**src/design/ppst_pkg.sv**
```systemverilog
// Pure pursuit steering: shared types, state codes and fixed-point constants.
// No dependencies; imported by every module of the block.
package ppst_pkg;

   localparam logic OP_LOAD = 1'b0;
   localparam logic OP_POSE = 1'b1;

   localparam logic [1:0] CSR_LOOKAHEAD = 2'd0;
   localparam logic [1:0] CSR_GAIN      = 2'd1;
   localparam logic [1:0] CSR_COUNT     = 2'd2;
   localparam logic [1:0] CSR_NEARLIM   = 2'd3;

   localparam int COORD_W = 32;
   localparam int DIFF_W  = 33;
   localparam int HEAD_W  = 33;
   localparam int TRIG_W  = 17;
   localparam int D2_W    = 66;
   localparam int L2_W    = 46;
   localparam int PART_W  = 50;
   localparam int DELY_W  = 51;
   localparam int PROD_W  = 67;
   localparam int QUOT_W  = 25;
   localparam int STEER_W = 24;
   localparam int ROOT_W  = 32;
   localparam int TRIG_SHIFT = 15;

   localparam logic signed [HEAD_W-1:0] HALF_Q30  = 33'sd536870912;
   localparam logic signed [TRIG_W-1:0] TRIG_ONE  = 17'sd32768;
   localparam logic [QUOT_W-1:0]        SAT_POS   = 25'h07FFFFF;
   localparam logic [QUOT_W-1:0]        SAT_NEG   = 25'h0800000;

   typedef enum logic [4:0] {
      ST_IDLE, ST_SQUARE, ST_ROOT_GO, ST_ROOT_WAIT,
      ST_DIVC_GO, ST_DIVC_WAIT, ST_DIVS_GO, ST_DIVS_WAIT,
      ST_READ, ST_DIFF, ST_MUL, ST_SUM, ST_EVAL,
      ST_PROD, ST_DELY, ST_GAIN, ST_DIVST_GO, ST_DIVST_WAIT, ST_FINISH
   } ppst_state_type;

   typedef struct packed {
      logic              done;
      logic              ovf;
      logic [QUOT_W-1:0] quot;
   } ppst_div_res_type;

   typedef struct packed {
      logic              done;
      logic [ROOT_W-1:0] root;
   } ppst_sqrt_res_type;

endpackage

```
**src/design/ppst_sqrt.sv**
```systemverilog
// Bit-serial integer square root of a 64-bit value; a new start restarts it.
// Depends on ppst_pkg for the result struct.
module ppst_sqrt (
   input  logic                          clock,
   input  logic                          reset,
   input  logic                          start,
   input  logic [63:0]                   operand,
   output ppst_pkg::ppst_sqrt_res_type   res
);
   import ppst_pkg::*;

   logic [63:0] v_ff, v_in, root_ff, root_in, bit_ff, bit_in;
   logic        busy_ff, busy_in, done_ff, done_in;
   logic [63:0] trial;

   always_comb begin
      trial   = root_ff + bit_ff;
      v_in    = v_ff;
      root_in = root_ff;
      bit_in  = bit_ff;
      busy_in = busy_ff;
      done_in = 1'b0;
      if (start) begin
         v_in    = operand;
         root_in = '0;
         bit_in  = 64'h4000_0000_0000_0000;
         busy_in = 1'b1;
      end else if (busy_ff) begin
         if (v_ff >= trial) begin
            v_in    = v_ff - trial;
            root_in = (root_ff >> 1) + bit_ff;
         end else begin
            root_in = root_ff >> 1;
         end
         bit_in = bit_ff >> 2;
         if (bit_ff == 64'd1) begin
            busy_in = 1'b0;
            done_in = 1'b1;
         end
      end
   end

   always_ff @(posedge clock) begin
      if (reset) begin
         busy_ff <= 1'b0;
         done_ff <= 1'b0;
      end else begin
         busy_ff <= busy_in;
         done_ff <= done_in;
      end
      v_ff    <= v_in;
      root_ff <= root_in;
      bit_ff  <= bit_in;
   end

   assign res.done = done_ff;
   assign res.root = root_ff[ROOT_W-1:0];

endmodule

```
**config.mk**
```make
export PLATFORM = sky130hd
export DESIGN_NAME = ppst_sqrt
export DESIGN_NICKNAME = d
export VERILOG_FILES = /design/src/design/ppst_pkg.sv /design/src/design/ppst_sqrt.sv
export SDC_FILE = /design/constraint.sdc
export NUM_CORES = 1
export LEC_CHECK = 0
export CAP_MARGIN = 20
export CORE_MARGIN = 2
export CORE_UTILIZATION = 39
export CTS_BUF_LIST = sky130_fd_sc_hd__clkbuf_8
export CTS_CLUSTER_DIAMETER = 120
export DETAILED_ROUTE_END_ITERATION = 16
export DONT_BUFFER_PORTS = 1
export PLACE_DENSITY = 0.51
export SKIP_CTS_REPAIR_TIMING = 1
export SLEW_MARGIN = 20
export SYNTH_ARGS = -nofsm -noshare
export SYNTH_HDL_FRONTEND = slang
export SYNTH_SLANG_ARGS = --single-unit
```
**constraint.sdc**
```tcl
create_clock -name clock -period 11.55 [get_ports clock]
set_clock_uncertainty 0.15 [all_clocks]
set_input_delay 0.5775 -clock clock [delete_from_list [all_inputs] [get_ports clock]]
set_output_delay 0.5775 -clock clock [all_outputs]
set_load 0.01 [all_outputs]
```
* Yosys cells after proc, flatten, opt, wreduce, memory -nomap -nowiden
Index checks and enable logic that the tools add are counted.
Widths: inputs -> output; s select.
** Cells by class
- Add/subtract/negate cells :: 3
- Magnitude comparators :: 1
- Equality and inequality tests :: 1
- Mux-type cells :: 8
- Bitwise logic cells :: 1
- Reduce and logical (&&, ||, !) cells :: 4
** Operators with widths (number)
- $mux 64 :: 4
- $add 63x63->64 :: 1
- $add 64x63->64 :: 1
- $ge 64x64->1 :: 1
- $sub 64x64->64 :: 1
- $eq 32x1->1 const B :: 1
- $mux 1 :: 4
- $reduce_bool 2->1 :: 2
- $reduce_or 3->1 :: 1
- $reduce_and 2->1 :: 1
- $not 1->1 :: 1
** Storage, ports and cells
- Register bits after elaboration :: 162
- Output and inout bits :: 33
- Logic and storage cells :: 23

* Logic depth before layout (Yosys ltp)
- Depth after elaboration :: 5
- Gate-level depth with buffers :: 27

* Worst setup path after synthesis
OpenSTA, ideal clock, no wires.
- Path kind :: register to register
- From :: register root_ff[2]
- To :: register v_ff[0], enable pin
- Library setup time :: 0.574 ns
- Arrival time :: 9.099 ns
- Setup slack :: 1.727 ns
- Cell stages (with the launch flop) :: 23
- Buffers on the path :: 4
- Clock period less this slack :: 9.823 ns
- Path through :: dfxtp_1 ha_1 a31oi_1 a211oi_2 nand4_1 a21oi_1 a31oi_1 o31ai_2 a31oi_1 o21bai_1 xnor2_1 ha_1 clkbuf_1 nand4_1 or4_4 a211oi_1 a311o_2 o21ai_2 and2_0 buf_2 buf_2 buf_2 o21ai_0
** Between the ends
- Word-level cells in the longest chain between the ends :: 4
** RTL lines
- start, declared :: line ppst_sqrt.sv:12 : logic [63:0] v_ff, v_in, root_ff, root_in, bit_ff, bit_in;
- start signal, assigned :: line ppst_sqrt.sv:52 : root_ff <= root_in;
- $add 64x63->64 :: line ppst_sqrt.sv:17 : trial = root_ff + bit_ff;
- $ge 64x64->1 :: line ppst_sqrt.sv:29 : if (v_ff >= trial) begin
- $reduce_bool 2->1 (no source line)
- $reduce_and 2->1 (no source line)
- end signal, assigned :: line ppst_sqrt.sv:51 : v_ff <= v_in;
- end, declared :: line ppst_sqrt.sv:12
No other way between the ends.
A chain may end at the register's enable or synchronous reset.

* Final worst setup path
- From :: register root_ff[6]
- To :: register v_ff[3], enable pin
Same word-level chain as after synthesis.

==> run metrics <==
CP bufs+invs=2; Clk pin slew, worst setup/hold paths=0.10 ns; ANT nets after route=0; Clock Root Buffer=clkbuf_8; min-delay src=start; ys async rst share=0%; CP required=between 10 and 15 ns; hold path endpoint=root_ff[21]$_SDFFE_PP0P_; biggest area consumer among synthesized cells=dfxtp_1; non-filler cells, final=2428; Syn. warnings=0; CP startpoint kind=register; flop2flop setup slack=4.11 ns; Comb power frac=56.7%; drt pass-1 iters=5; post-route cell area=between 15000 and 20000 µm²; EDFF count, synth=64; Synth Area in Compound Gates=27.2%; RePlAce Congestion=0.935; Initial DRC Count=1259; vias in the first global route=14000; clk_lat worst skew=0.52 ns; top post-synthesis cells by area=dfxtp_1 (13%), edfxtp_1 (12%), ha_1 (10%), nand2_1 (5.8%), o21ai_0 (5.3%); mapped cell area=between 15000 and 20000 µm²; final-layout fill cell count=4148; main combinational cell family by area after synthesis=compound AO/OA/AOI/OAI gates; clock power share=between 10% and 20%; Port Buffer Count=0; Total GRT Usage=24.6%; upper clock frequency limit=0.134 GHz; Mean Syn Cell Area=about 7.7 µm²; first-pass GRT wire length=roughly 80000 µm; Detail Placement HPWL=roughly 38000 µm; hold depth=1; Lkg Pwr=5.91 nW; die area=around 41000 µm²; vias per cell=between 6 and 7; reg2reg end=v_ff[3]$_DFFE_PP_; Top Family by Delay on Critical Path=compound AO/OA/AOI/OAI gates; top cell type's share of synthesized area=12.7%; die height=203 µm; status=completed; Crit-path slowest cell=buf_4; Setup CP Type=reg -> reg; final period utilization=64.5%; io pins=100; area delta synth->final=2.68%; Pwr per Cell Area=194 nW/µm²; cells after synthesis=2012; Worst Path Max Fanout=slightly below 80; Hold Path Class=in -> reg; Final nets=2088; layout cells sized above 1=roughly 4.3%; worst r2r src=root_ff[6]$_SDFFE_PP0P_; Initial Utilization=39.3%; Crit path largest cell delay=0.63 ns; Worst EP arrival=about 7.4 ns; num rows=73; placed inst area=15500 µm²; CTS tree=built; n_diodes=0; Relative slew margins=41.5%; CTS Buf Count=17; net switching power=between 1 and 1.5 mW; Slew Limit Fails=0; DRC=0; max-cap viol count=0; Synth Register Bits=162; Slew @ Worst Pin=~0.88 ns; sum of negative setup slack=0 ns; area of the multi-input gates=around 11000 µm²; Die X=a little over 200 µm; most frequent CP cell=a21oi_1; core area=39500 µm²; sw frac=48.0%; initial antenna violation count=0; synth unique cells=83; Reg2Reg Depth=19; Mapped Nets=2210; RSZ-0062 raised after global routing=false; sequential share of power=28.5%; H-tree depth=4; via count=between 10000 and 15000; largest net degree at the start of global routing=216; post-synthesis sequential area ratio=between 20% and 30%; final WL=just over 50000 µm; CP endpoint kind=register; XOR/XNOR Fraction of Synth Area=8.02%; clock buffer depth=2; Synth Area in Simple Gates=20.6%; total gr overflow=0; Synth Area in Adders=10.6%; Pint=1.61 mW; Hold Vio Cnt, Final=0; Peak supply drop=0.128 mV; placed cells=between 2000 and 2500; worst path cell trace=ha_1 > a21oi_1 > a211oi_2 > nand4_1 > a21oi_1 > a31oi_1 > o31ai_2 > a21oi_1 > o41ai_2 > a21oi_1 > xor2_1 > ha_1 > nand4_1 > nor4_1 > o21ai_2 > and2_2 > buf_4 > o21ai_4 > buf_4; min cycle time layout=7.44 ns; top_reg_cell synth=dfxtp_1; mux contribution to synthesized area=2.88%; register area=3890 µm²; Finished Core Util=around 40%; WL per Instance=around 21 µm; CTS sink count=162; Setup violations, final=0
==> cell usage after synthesis, types with 22 or more instances <==
| master | number |
|---|---|
| nand2_1 | 241 |
| nor2_1 | 193 |
| o21ai_0 | 163 |
| a21oi_1 | 140 |
| ha_1 | 130 |
| dfxtp_1 | 98 |
| clkbuf_1 | 86 |
| a31oi_1 | 79 |
| xor2_1 | 79 |
| edfxtp_1 | 64 |
| xnor2_1 | 63 |
| nand3_1 | 54 |
| nand4_1 | 53 |
| a21o_1 | 44 |
| mux2i_1 | 39 |
| a211oi_1 | 36 |
| buf_4 | 35 |
| inv_1 | 35 |
| nor3_1 | 30 |
| o21bai_1 | 26 |
| a311oi_1 | 24 |
| and3_1 | 24 |
| or3_1 | 22 |
==> final cells by class <==
| class | count | share of cell area [%] |
|---|---|---|
| sequential | 162 | 24.4 |
| timing repair buffer | 10 | 0.487 |
| clock buffer | 20 | 1.73 |
| inverter | 35 | 0.825 |
| clock inverter | 12 | 0.809 |
| tap | 525 | 4.13 |
| multi-input combinational | 1664 | 67.6 |
==> per-layer routing <==
metal,track usage (%),wire (µm)
met1,36.5,25100
met2,37.0,21700
met3,3.45,3090
met4,7.09,981
met5,0,0
==> power groups by stage <==
stage / Clock (mW) / Sequential (mW) / Combinational, mW
finish: 0.459 / 0.881 / 1.76
floorplan: 0 / 0.822 / 1.38
detailed placement: 0 / 0.892 / 1.72
global route: 0.495 / 0.896 / 1.95
global placement: 0 / 0.896 / 1.72
CTS: 0.474 / 0.880 / 1.73
==> cell families (layout without fill, tap and decap cells) <==
group,Yosys count,count (layout)
multiplexers,44,44
buffers and inverters,186,77
adder cells (fa/ha/maj),131,131
AND/OR/NAND/NOR,695,695
XOR/XNOR,142,142
AO/OA/AOI/OAI,652,652
flip-flops,162,162
==> sequential cells by signal (all words and copies together) (netlist names) <==
signal   cells
root_ff     64
v_ff        64
bit_ff      32
busy_ff      1
done_ff      1
==> worst max-delay path by stage <==
stage,from,to,slack (ns),cells past startpoint
2_1_floorplan,root_ff[2]$_SDFFE_PP0P_,v_ff[0]$_DFFE_PP_,1.73,22
3_3_place_gp,root_ff[4]$_SDFFE_PP0P_,v_ff[3]$_DFFE_PP_,4.33,19
3_5_place_dp,root_ff[6]$_SDFFE_PP0P_,v_ff[3]$_DFFE_PP_,4.19,19
4_1_cts,root_ff[6]$_SDFFE_PP0P_,v_ff[3]$_DFFE_PP_,4.15,19
5_1_grt,root_ff[4]$_SDFFE_PP0P_,v_ff[3]$_DFFE_PP_,3.64,20
6_report,root_ff[6]$_SDFFE_PP0P_,v_ff[3]$_DFFE_PP_,4.11,19
==> stage by stage <==
stage / power (mW) / worst slack [ns] / hold slack [ns]
2_1_floorplan: 2.20 / 1.73 / 0.328
3_3_place_gp: 2.62 / 4.33 / 0.387
3_5_place_dp: 2.61 / 4.19 / 0.401
4_1_cts: 3.09 / 4.15 / -0.0736
5_1_grt: 3.34 / 3.64 / 0.0426
6_report: 3.10 / 4.11 / 0.0923
==> layout by cell type (no fill, tap or decap), types with 63 or more instances in the layout <==
cell / netlist / layout
nand2_1: 241 / 241
edfxtp_1: 64 / 64
a31oi_1: 79 / 79
dfxtp_1: 98 / 97
ha_1: 130 / 130
o21ai_0: 163 / 162
xnor2_1: 63 / 63
nor2_1: 193 / 193
a21oi_1: 140 / 140
xor2_1: 79 / 79
Note: power is estimated with default switching activity, not from simulation.
