<file path="src/design/ppst_pkg.sv">
// Pure pursuit steering: shared types, state codes and fixed-point constants.
// No dependencies; imported by every module of the block.
package ppst_pkg;

   localparam logic OP_LOAD = 1'b0;
   localparam logic OP_POSE = 1'b1;

   localparam logic [1:0] CSR_LOOKAHEAD = 2'd0;
   localparam logic [1:0] CSR_GAIN      = 2'd1;
   localparam logic [1:0] CSR_COUNT     = 2'd2;
   localparam logic [1:0] CSR_NEARLIM   = 2'd3;

   localparam int COORD_W = 32;
   localparam int DIFF_W  = 33;
   localparam int HEAD_W  = 33;
   localparam int TRIG_W  = 17;
   localparam int D2_W    = 66;
   localparam int L2_W    = 46;
   localparam int PART_W  = 50;
   localparam int DELY_W  = 51;
   localparam int PROD_W  = 67;
   localparam int QUOT_W  = 25;
   localparam int STEER_W = 24;
   localparam int ROOT_W  = 32;
   localparam int TRIG_SHIFT = 15;

   localparam logic signed [HEAD_W-1:0] HALF_Q30  = 33'sd536870912;
   localparam logic signed [TRIG_W-1:0] TRIG_ONE  = 17'sd32768;
   localparam logic [QUOT_W-1:0]        SAT_POS   = 25'h07FFFFF;
   localparam logic [QUOT_W-1:0]        SAT_NEG   = 25'h0800000;

   typedef enum logic [4:0] {
      ST_IDLE, ST_SQUARE, ST_ROOT_GO, ST_ROOT_WAIT,
      ST_DIVC_GO, ST_DIVC_WAIT, ST_DIVS_GO, ST_DIVS_WAIT,
      ST_READ, ST_DIFF, ST_MUL, ST_SUM, ST_EVAL,
      ST_PROD, ST_DELY, ST_GAIN, ST_DIVST_GO, ST_DIVST_WAIT, ST_FINISH
   } ppst_state_type;

   typedef struct packed {
      logic              done;
      logic              ovf;
      logic [QUOT_W-1:0] quot;
   } ppst_div_res_type;

   typedef struct packed {
      logic              done;
      logic [ROOT_W-1:0] root;
   } ppst_sqrt_res_type;

endpackage

</file>
<file path="src/design/ppst_div.sv">
// Restoring divider, one quotient bit per cycle, with quotient overflow flag.
// Depends on ppst_pkg for the result struct and quotient width.
module ppst_div #(
   parameter int NUM_W = 77,
   parameter int DEN_W = 66
) (
   input  logic                        clock,
   input  logic                        reset,
   input  logic                        start,
   input  logic [NUM_W-1:0]            num,
   input  logic [DEN_W-1:0]            den,
   output ppst_pkg::ppst_div_res_type  res
);
   import ppst_pkg::*;

   localparam int CMP_W = (NUM_W > DEN_W + QUOT_W) ? NUM_W : DEN_W + QUOT_W;
   localparam int CNT_W = $clog2(QUOT_W);

   logic [DEN_W-1:0]  rem_ff, rem_in, den_ff, den_in;
   logic [QUOT_W-1:0] low_ff, low_in, quo_ff, quo_in;
   logic [CNT_W-1:0]  cnt_ff, cnt_in;
   logic              busy_ff, busy_in, done_ff, done_in, ovf_ff, ovf_in;
   logic [DEN_W:0]    trial;
   logic              fits;

   always_comb begin
      trial   = {rem_ff, low_ff[QUOT_W-1]};
      fits    = trial >= {1'b0, den_ff};
      rem_in  = rem_ff;
      den_in  = den_ff;
      low_in  = low_ff;
      quo_in  = quo_ff;
      cnt_in  = cnt_ff;
      busy_in = busy_ff;
      ovf_in  = ovf_ff;
      done_in = 1'b0;
      if (start) begin
         rem_in  = DEN_W'(num >> QUOT_W);
         den_in  = den;
         low_in  = num[QUOT_W-1:0];
         quo_in  = '0;
         cnt_in  = CNT_W'(QUOT_W - 1);
         busy_in = 1'b1;
         ovf_in  = CMP_W'(num) >= (CMP_W'(den) << QUOT_W);
      end else if (busy_ff) begin
         rem_in = fits ? DEN_W'(trial - {1'b0, den_ff}) : trial[DEN_W-1:0];
         quo_in = {quo_ff[QUOT_W-2:0], fits};
         low_in = low_ff << 1;
         cnt_in = cnt_ff - 1'b1;
         if (cnt_ff == '0) begin
            busy_in = 1'b0;
            done_in = 1'b1;
         end
      end
   end

   always_ff @(posedge clock) begin
      if (reset) begin
         busy_ff <= 1'b0;
         done_ff <= 1'b0;
      end else begin
         busy_ff <= busy_in;
         done_ff <= done_in;
      end
      rem_ff <= rem_in;
      den_ff <= den_in;
      low_ff <= low_in;
      quo_ff <= quo_in;
      cnt_ff <= cnt_in;
      ovf_ff <= ovf_in;
   end

   assign res.done = done_ff;
   assign res.ovf  = ovf_ff;
   assign res.quot = quo_ff;

endmodule

</file>
<file path="config.mk">
export PLATFORM = sky130hd
export DESIGN_NAME = ppst_div
export DESIGN_NICKNAME = d
export VERILOG_FILES = /design/src/design/ppst_pkg.sv /design/src/design/ppst_div.sv
export SDC_FILE = /design/constraint.sdc
export NUM_CORES = 1
export LEC_CHECK = 0
export BUFFER_PORTS_ARGS = -buffer_cell sky130_fd_sc_hd__buf_2
export CAP_MARGIN = 20
export CORE_MARGIN = 2
export CORE_UTILIZATION = 58
export CTS_BUF_LIST = sky130_fd_sc_hd__clkbuf_4 sky130_fd_sc_hd__clkbuf_8
export DETAILED_ROUTE_END_ITERATION = 7
export PLACE_DENSITY = 0.85
export SYNTH_ARGS = -nofsm -noshare
export SYNTH_HDL_FRONTEND = slang
export SYNTH_SLANG_ARGS = --single-unit
</file>
<file path="constraint.sdc">
create_clock -name clock -period 8.6 [get_ports clock]
set_input_delay 0 -clock clock [delete_from_list [all_inputs] [get_ports clock]]
set_output_delay 0 -clock clock [all_outputs]
set_load 0.1 [all_outputs]
</file>
# [After elaboration in Yosys (flattened, before gate mapping)]
# Index checks and enable logic that the tools add are counted.
[op_classes] reduce_logical=3 add_sub_neg=2 mux=9 n_bitwise=1 magnitude_cmp=2
[op_table] op="$mux W52" count=2
[op_table] op="$ge A77 B91 Y1" count=1
[op_table] op="$ge A67 B66 Y1" count=1
[op_table] op="$mux W66" count=1
[op_table] op="$sub A66 B66 Y66" count=1
[op_table] op="$mux W25" count=2
[op_table] op="$logic_not A5 Y1" count=1
[op_table] op="$sub A5 B1 Y5 const B" count=1
[op_table] op="$mux W1" count=4
[op_table] op="$reduce_or A3 Y1" count=1
[op_table] op="$reduce_bool A2 Y1" count=1
[op_table] op="$not A1 Y1" count=1
[word_totals] in_bits=146 ff_bits=190

# [Longest topological paths before layout]
[logic_depth] depth_word=4 mapped_depth=15

# [Worst setup path after synthesis]
# Ideal clock, no wire load.
[synth_timing] path_kind="register -> register" from="reg rem_ff[29]" to="reg rem_ff[36] (data pin)" setup_ps=260 synth_period_minus_slack_ps=3228 stages_incl_launch_ff=14 t_required_ps=8340 path_slack_ps=5372 n_path_buf=2 arrival_ps=2968 cell_sequence="edfxtp_1 ha_1 buf_2 a21oi_2 o21ai_1 a2111oi_2 o31ai_1 nor3_2 nor3_2 a2bb2oi_2 a221oi_4 buf_2 o21ai_0 mux2_2"
[synth_via] elab_chain_len=4 word_cells_on_any_way=5 classes_between="add/sub (1); order compare (1); mux (3)"
[synth_lines] item="start: declaration" line="ppst_div.sv:19" rtl="logic [DEN_W-1:0] rem_ff, rem_in, den_ff, den_in;"
[synth_lines] item="start signal: assignment" line="ppst_div.sv:65" rtl="rem_ff <= rem_in;"
[synth_lines] item="$sub A66 B66 Y66 or $ge A67 B66 Y1 (tied branches)" line="ppst_div.sv:46, ppst_div.sv:28"
[synth_lines] item="$mux W66 (*)" line="ppst_div.sv:46" rtl="rem_in = fits ? DEN_W'(trial - {1'b0, den_ff}) : trial[DEN_W-1:0];"
[synth_lines] item="$mux W52 (*)" line="ppst_div.sv:45" rtl="end else if (busy_ff) begin"
[synth_lines] item="$mux W52 (*)" line="ppst_div.sv:37" rtl="if (start) begin"
[synth_lines] item="named net rem_in[36]" line="ppst_div.sv:19"
# Mark *: on every way through the listed nets, which the timed path passes. The rest lies on a longest branch. The select of a mux whose other input is x is not followed.
# A chain may end at the register's enable or synchronous reset.

# [Final worst setup path]
[layout_timing] from="reg rem_ff[5]" to="reg rem_ff[30] (data pin)"
# Same word-level chain as after synthesis.

==> run summary <==
The number of pins with negative max-slew slack in the final report came to 0. The routed wire length came out at 35.1 mm. The die boundary height came out at between 150 and 200 µm. For this design the ratio of total power to cell area is 179 nW/µm². The highest attainable clock frequency is ~210 MHz.

The top cell type by total area after synthesis is sky130_fd_sc_hd__edfxtp_1. After synthesis, the cell types taking the most area are sky130_fd_sc_hd__edfxtp_1, sky130_fd_sc_hd__ha_1, sky130_fd_sc_hd__dfxtp_1. The number of I/O port buffers came out at 172. The max-capacitance violation count came out at 0. The number of antenna violations at the first check in global routing came out at 0. Global routing finished with a remaining overflow of 0. For this run, the number of Yosys warnings is 0. The leading cell type by number of instances after synthesis is sky130_fd_sc_hd__inv_1. The commonest cells after synthesis are sky130_fd_sc_hd__inv_1, sky130_fd_sc_hd__a21oi_1, sky130_fd_sc_hd__edfxtp_1. The type of the worst setup path is flip-flop to flip-flop. The mean instance size in the synthesized netlist came out at 9.21 µm². STA classifies the critical path endpoint as a flip-flop. The wire length of the first global-routing pass came out at approximately 57 mm. The worst slew margin relative to its limit is about 36%. TritonCTS built the clock tree.

Counting flops with an async set or reset pin after synthesis yields a share of 0%. The final-layout worst hold slack came out at around 0.10 ns. The worst path required time came out at between 8 and 9 ns. The via count of the first global-routing pass came out at between 10000 and 15000. The relative area change from synthesis to final layout is 21.2%. The worst hold path belongs to the class input pin to flip-flop. Synthesis instantiated 80 different standard cells from the library. Measured in cells, the most critical reg-to-reg path has a length of 12. The clock net in this run drives a total of 190 sinks.

The number of antenna diodes in the final layout is 0. The total of endpoints with negative setup slack in the final report is 0. The total number of placement rows is 55. The first routing iteration left 916 violations.

The final design area excluding fillers is 16200 µm². CTS placed an instance of sky130_fd_sc_hd__clkbuf_8 at the clock tree root. At the end of the flow, the number of nets in the layout was ~2000. The remaining antenna violation count after routing came out at 0. The run finished with clean final reports. The setup clock skew after layout came out at around 0.026 ns. Once the floorplan was initialized, standard cells occupied between 50% and 60% of the core. The area share of the largest cell type after synthesis came out at roughly a third.

From left edge to right edge, the die measures 156 µm. The final cycle utilization of the critical path is 54.7%. In this run the critical register-to-register path is launched from rem_ff[5]. For the worst setup path, the data arrival time is just under 5 ns. The number of buffers on the longest clock path is 2. The CTS buffer count is 17. The total area inside the core boundary comes to roughly 23000 µm². Routability-driven placement finished with a final weighted congestion of 0.954. In this run, synthesis produced a sequential element count of 190. Across all register-to-register paths, the minimum setup slack is about 3.9 ns. The H-tree was split into 4 levels. After detailed routing, the average wire length per cell comes to 17.4 µm.

For the worst-skew pair, the clock arrives at the later sink with an insertion delay of around 0.5 ns. The area after detailed placement came out at between 10000 and 15000 µm². The worst hold path cell count came out at 2.

The boundary pin count is ~170. The transition time at the pin with the least slew margin came out at 0.967 ns. The final core area utilization came out at a little under three quarters. In this run, synthesis inferred 144 flip-flops with an integrated enable. The worst hold path terminates at quo_ff[15].

The startpoint of the lowest-slack hold path is start. Across all layers, the routed design uses 11888 vias. The post-DP HPWL is approximately 24 mm.

In the routed design, unresolved DRC markers number 0. Setup repair after global routing left no endpoint under its margin. After clock tree synthesis, the clock-pin slew on the worst setup and hold paths is roughly 0.13 ns. The post-synth design cell area is ~13000 µm².

The highest fanout seen on the critical path came out at 33. For the finished layout, the period the worst path requires is ~4.7 ns. The number of non-filler instances in the completed layout is approximately 2000. The synthesized net count came out at ~1700.

For this run, the leading register cell type out of synthesis is sky130_fd_sc_hd__edfxtp_1. The via-per-instance ratio is 5.90. The number of detailed-route iterations in the first pass came out at 5. The hold violation total from the final report was 0. The floorplan step defined a die boundary enclosing about 24000 µm². The fraction of the yosys area taken by sequential cells is slightly below 40%. The number of standard cells after synthesis is 1449.

The share of layout cells above drive strength 1 came out at 16.0%. The largest voltage drop on the vdd net came out at approximately 0.14 mV. The static leakage power came out at ~7.2 nW. The summed negative setup slack over all endpoints is 0 ns. The element type at the critical path start is a flip-flop. The number of placed instances, taps included, is between 1500 and 2000.

The overall global routing resource usage came out at a little under 30%. The pin count of the biggest net entering global routing is between 90 and 100. In this run the critical register-to-register path is captured at rem_ff[30].
## worst max path at each step
stage / startpoint / slack, ns / to / cells past startpoint
finish: rem_ff[5] / 3.89 / rem_ff[30] / 12
global route: rem_ff[27] / 3.54 / rem_ff[49] / 13
CTS: rem_ff[9] / 3.97 / rem_ff[49] / 13
detailed placement: rem_ff[29] / 3.98 / rem_ff[49] / 13
global placement: rem_ff[29] / 4.13 / rem_ff[36] / 12
floorplan: rem_ff[29] / 5.37 / rem_ff[36] / 13
## cells by family (layout without fill, tap and decap cells)
kind of cell             count (synthesis)  count (layout)  share of synthesized area (%)
XOR/XNOR                                58              58                           3.81
flip-flops                             190             190                           39.3
AND/OR/NAND/NOR                        372             372                           13.3
adder cells (fa/ha/maj)                120             120                           11.3
multiplexers                            69              69                           5.55
buffers and inverters                  236             516                           7.02
AO/OA/AOI/OAI                          404             404                           19.7
## area by class of cell
| type | count | area, µm² |
|---|---|---|
| Sequential cell | 190 | 5250 |
| Clock inverter | 15 | 215 |
| Clock buffer | 17 | 234 |
| Tap cell | 285 | 357 |
| Multi-Input combinational cell | 1023 | 7160 |
| Fill cell | 1646 | 6460 |
| Inverter | 162 | 608 |
| Timing Repair Buffer | 322 | 2360 |
## registers in the layout, summed over array words and instances (netlist names)
signal,cells
quo_ff,25
busy_ff,1
done_ff,1
den_ff,66
rem_ff,66
ovf_ff,1
low_ff,25
cnt_ff,5
## worst max-delay path, cell delays in order, from the launching register on
cell and delay (ns):
sky130_fd_sc_hd__edfxtp_1 0.43, sky130_fd_sc_hd__ha_1 0.41, sky130_fd_sc_hd__a21o_1 0.17, sky130_fd_sc_hd__a31oi_1 0.06
sky130_fd_sc_hd__a2111oi_0 0.81, sky130_fd_sc_hd__o2111a_1 0.28, sky130_fd_sc_hd__nor3_2 0.08, sky130_fd_sc_hd__nor3_2 0.23
sky130_fd_sc_hd__a2bb2oi_2 0.31, sky130_fd_sc_hd__a221o_1 0.72, sky130_fd_sc_hd__buf_4 0.48, sky130_fd_sc_hd__a21oi_1 0.12
sky130_fd_sc_hd__mux2_2 0.31
## power by group
group,internal [W],total (W),switching [W]
logic,0.000450,0.00109,0.000638
clock network,0.000259,0.000666,0.000407
registers,0.00109,0.00114,0.0000436
## cells in the final DEF, fill, tap and decap left out, types with 10 or more instances in the layout
master / instances
sky130_fd_sc_hd__ha_1: 119
sky130_fd_sc_hd__mux2i_1: 29
sky130_fd_sc_hd__buf_2: 171
sky130_fd_sc_hd__nand4_1: 33
sky130_fd_sc_hd__xnor2_1: 30
sky130_fd_sc_hd__a21oi_1: 156
sky130_fd_sc_hd__a31oi_1: 10
sky130_fd_sc_hd__nand3_1: 16
sky130_fd_sc_hd__mux2_2: 40
sky130_fd_sc_hd__nor2_1: 124
sky130_fd_sc_hd__nor3_1: 11
sky130_fd_sc_hd__edfxtp_1: 144
sky130_fd_sc_hd__dlygate4sd3_1: 144
sky130_fd_sc_hd__a21o_1: 51
sky130_fd_sc_hd__and3_1: 12
sky130_fd_sc_hd__nand2_1: 99
sky130_fd_sc_hd__dfxtp_1: 45
sky130_fd_sc_hd__clkbuf_8: 18
sky130_fd_sc_hd__a211oi_1: 33
sky130_fd_sc_hd__nor4_1: 13
sky130_fd_sc_hd__nor2b_1: 14
sky130_fd_sc_hd__o21bai_1: 10
sky130_fd_sc_hd__o21a_1: 12
sky130_fd_sc_hd__o21ai_0: 63
sky130_fd_sc_hd__inv_1: 161
sky130_fd_sc_hd__xor2_1: 28
## through the flow
| step | power (W) | worst slack [ns] |
|---|---|---|
| after global routing | 0.00305 | 3.54 |
| after floorplan | 0.00192 | 5.37 |
| after CTS | 0.00287 | 3.97 |
| after global placement | 0.00214 | 4.13 |
| after detailed placement | 0.00216 | 3.98 |
| final | 0.00289 | 3.89 |
## per-layer routing
| layer | track usage (%) | part of all wire, % | vias up |
|---|---|---|---|
| met5 | 0 | 0 | - |
| met3 | 5.06 | 6.4 | 83 |
| li1 | - | - | 5739 |
| met4 | 11.4 | 3.3 | 0 |
| met2 | 49.6 | 48 | 469 |
| met1 | 36.9 | 42 | 5597 |
## what timing repair did
item                      in CTS  in global routing
hold buffers                 144                  0
hold endpoints to repair     146                  0
buffers inserted               0                  0
resized for setup              0                  0
Note: power is estimated with default switching activity, not from simulation.
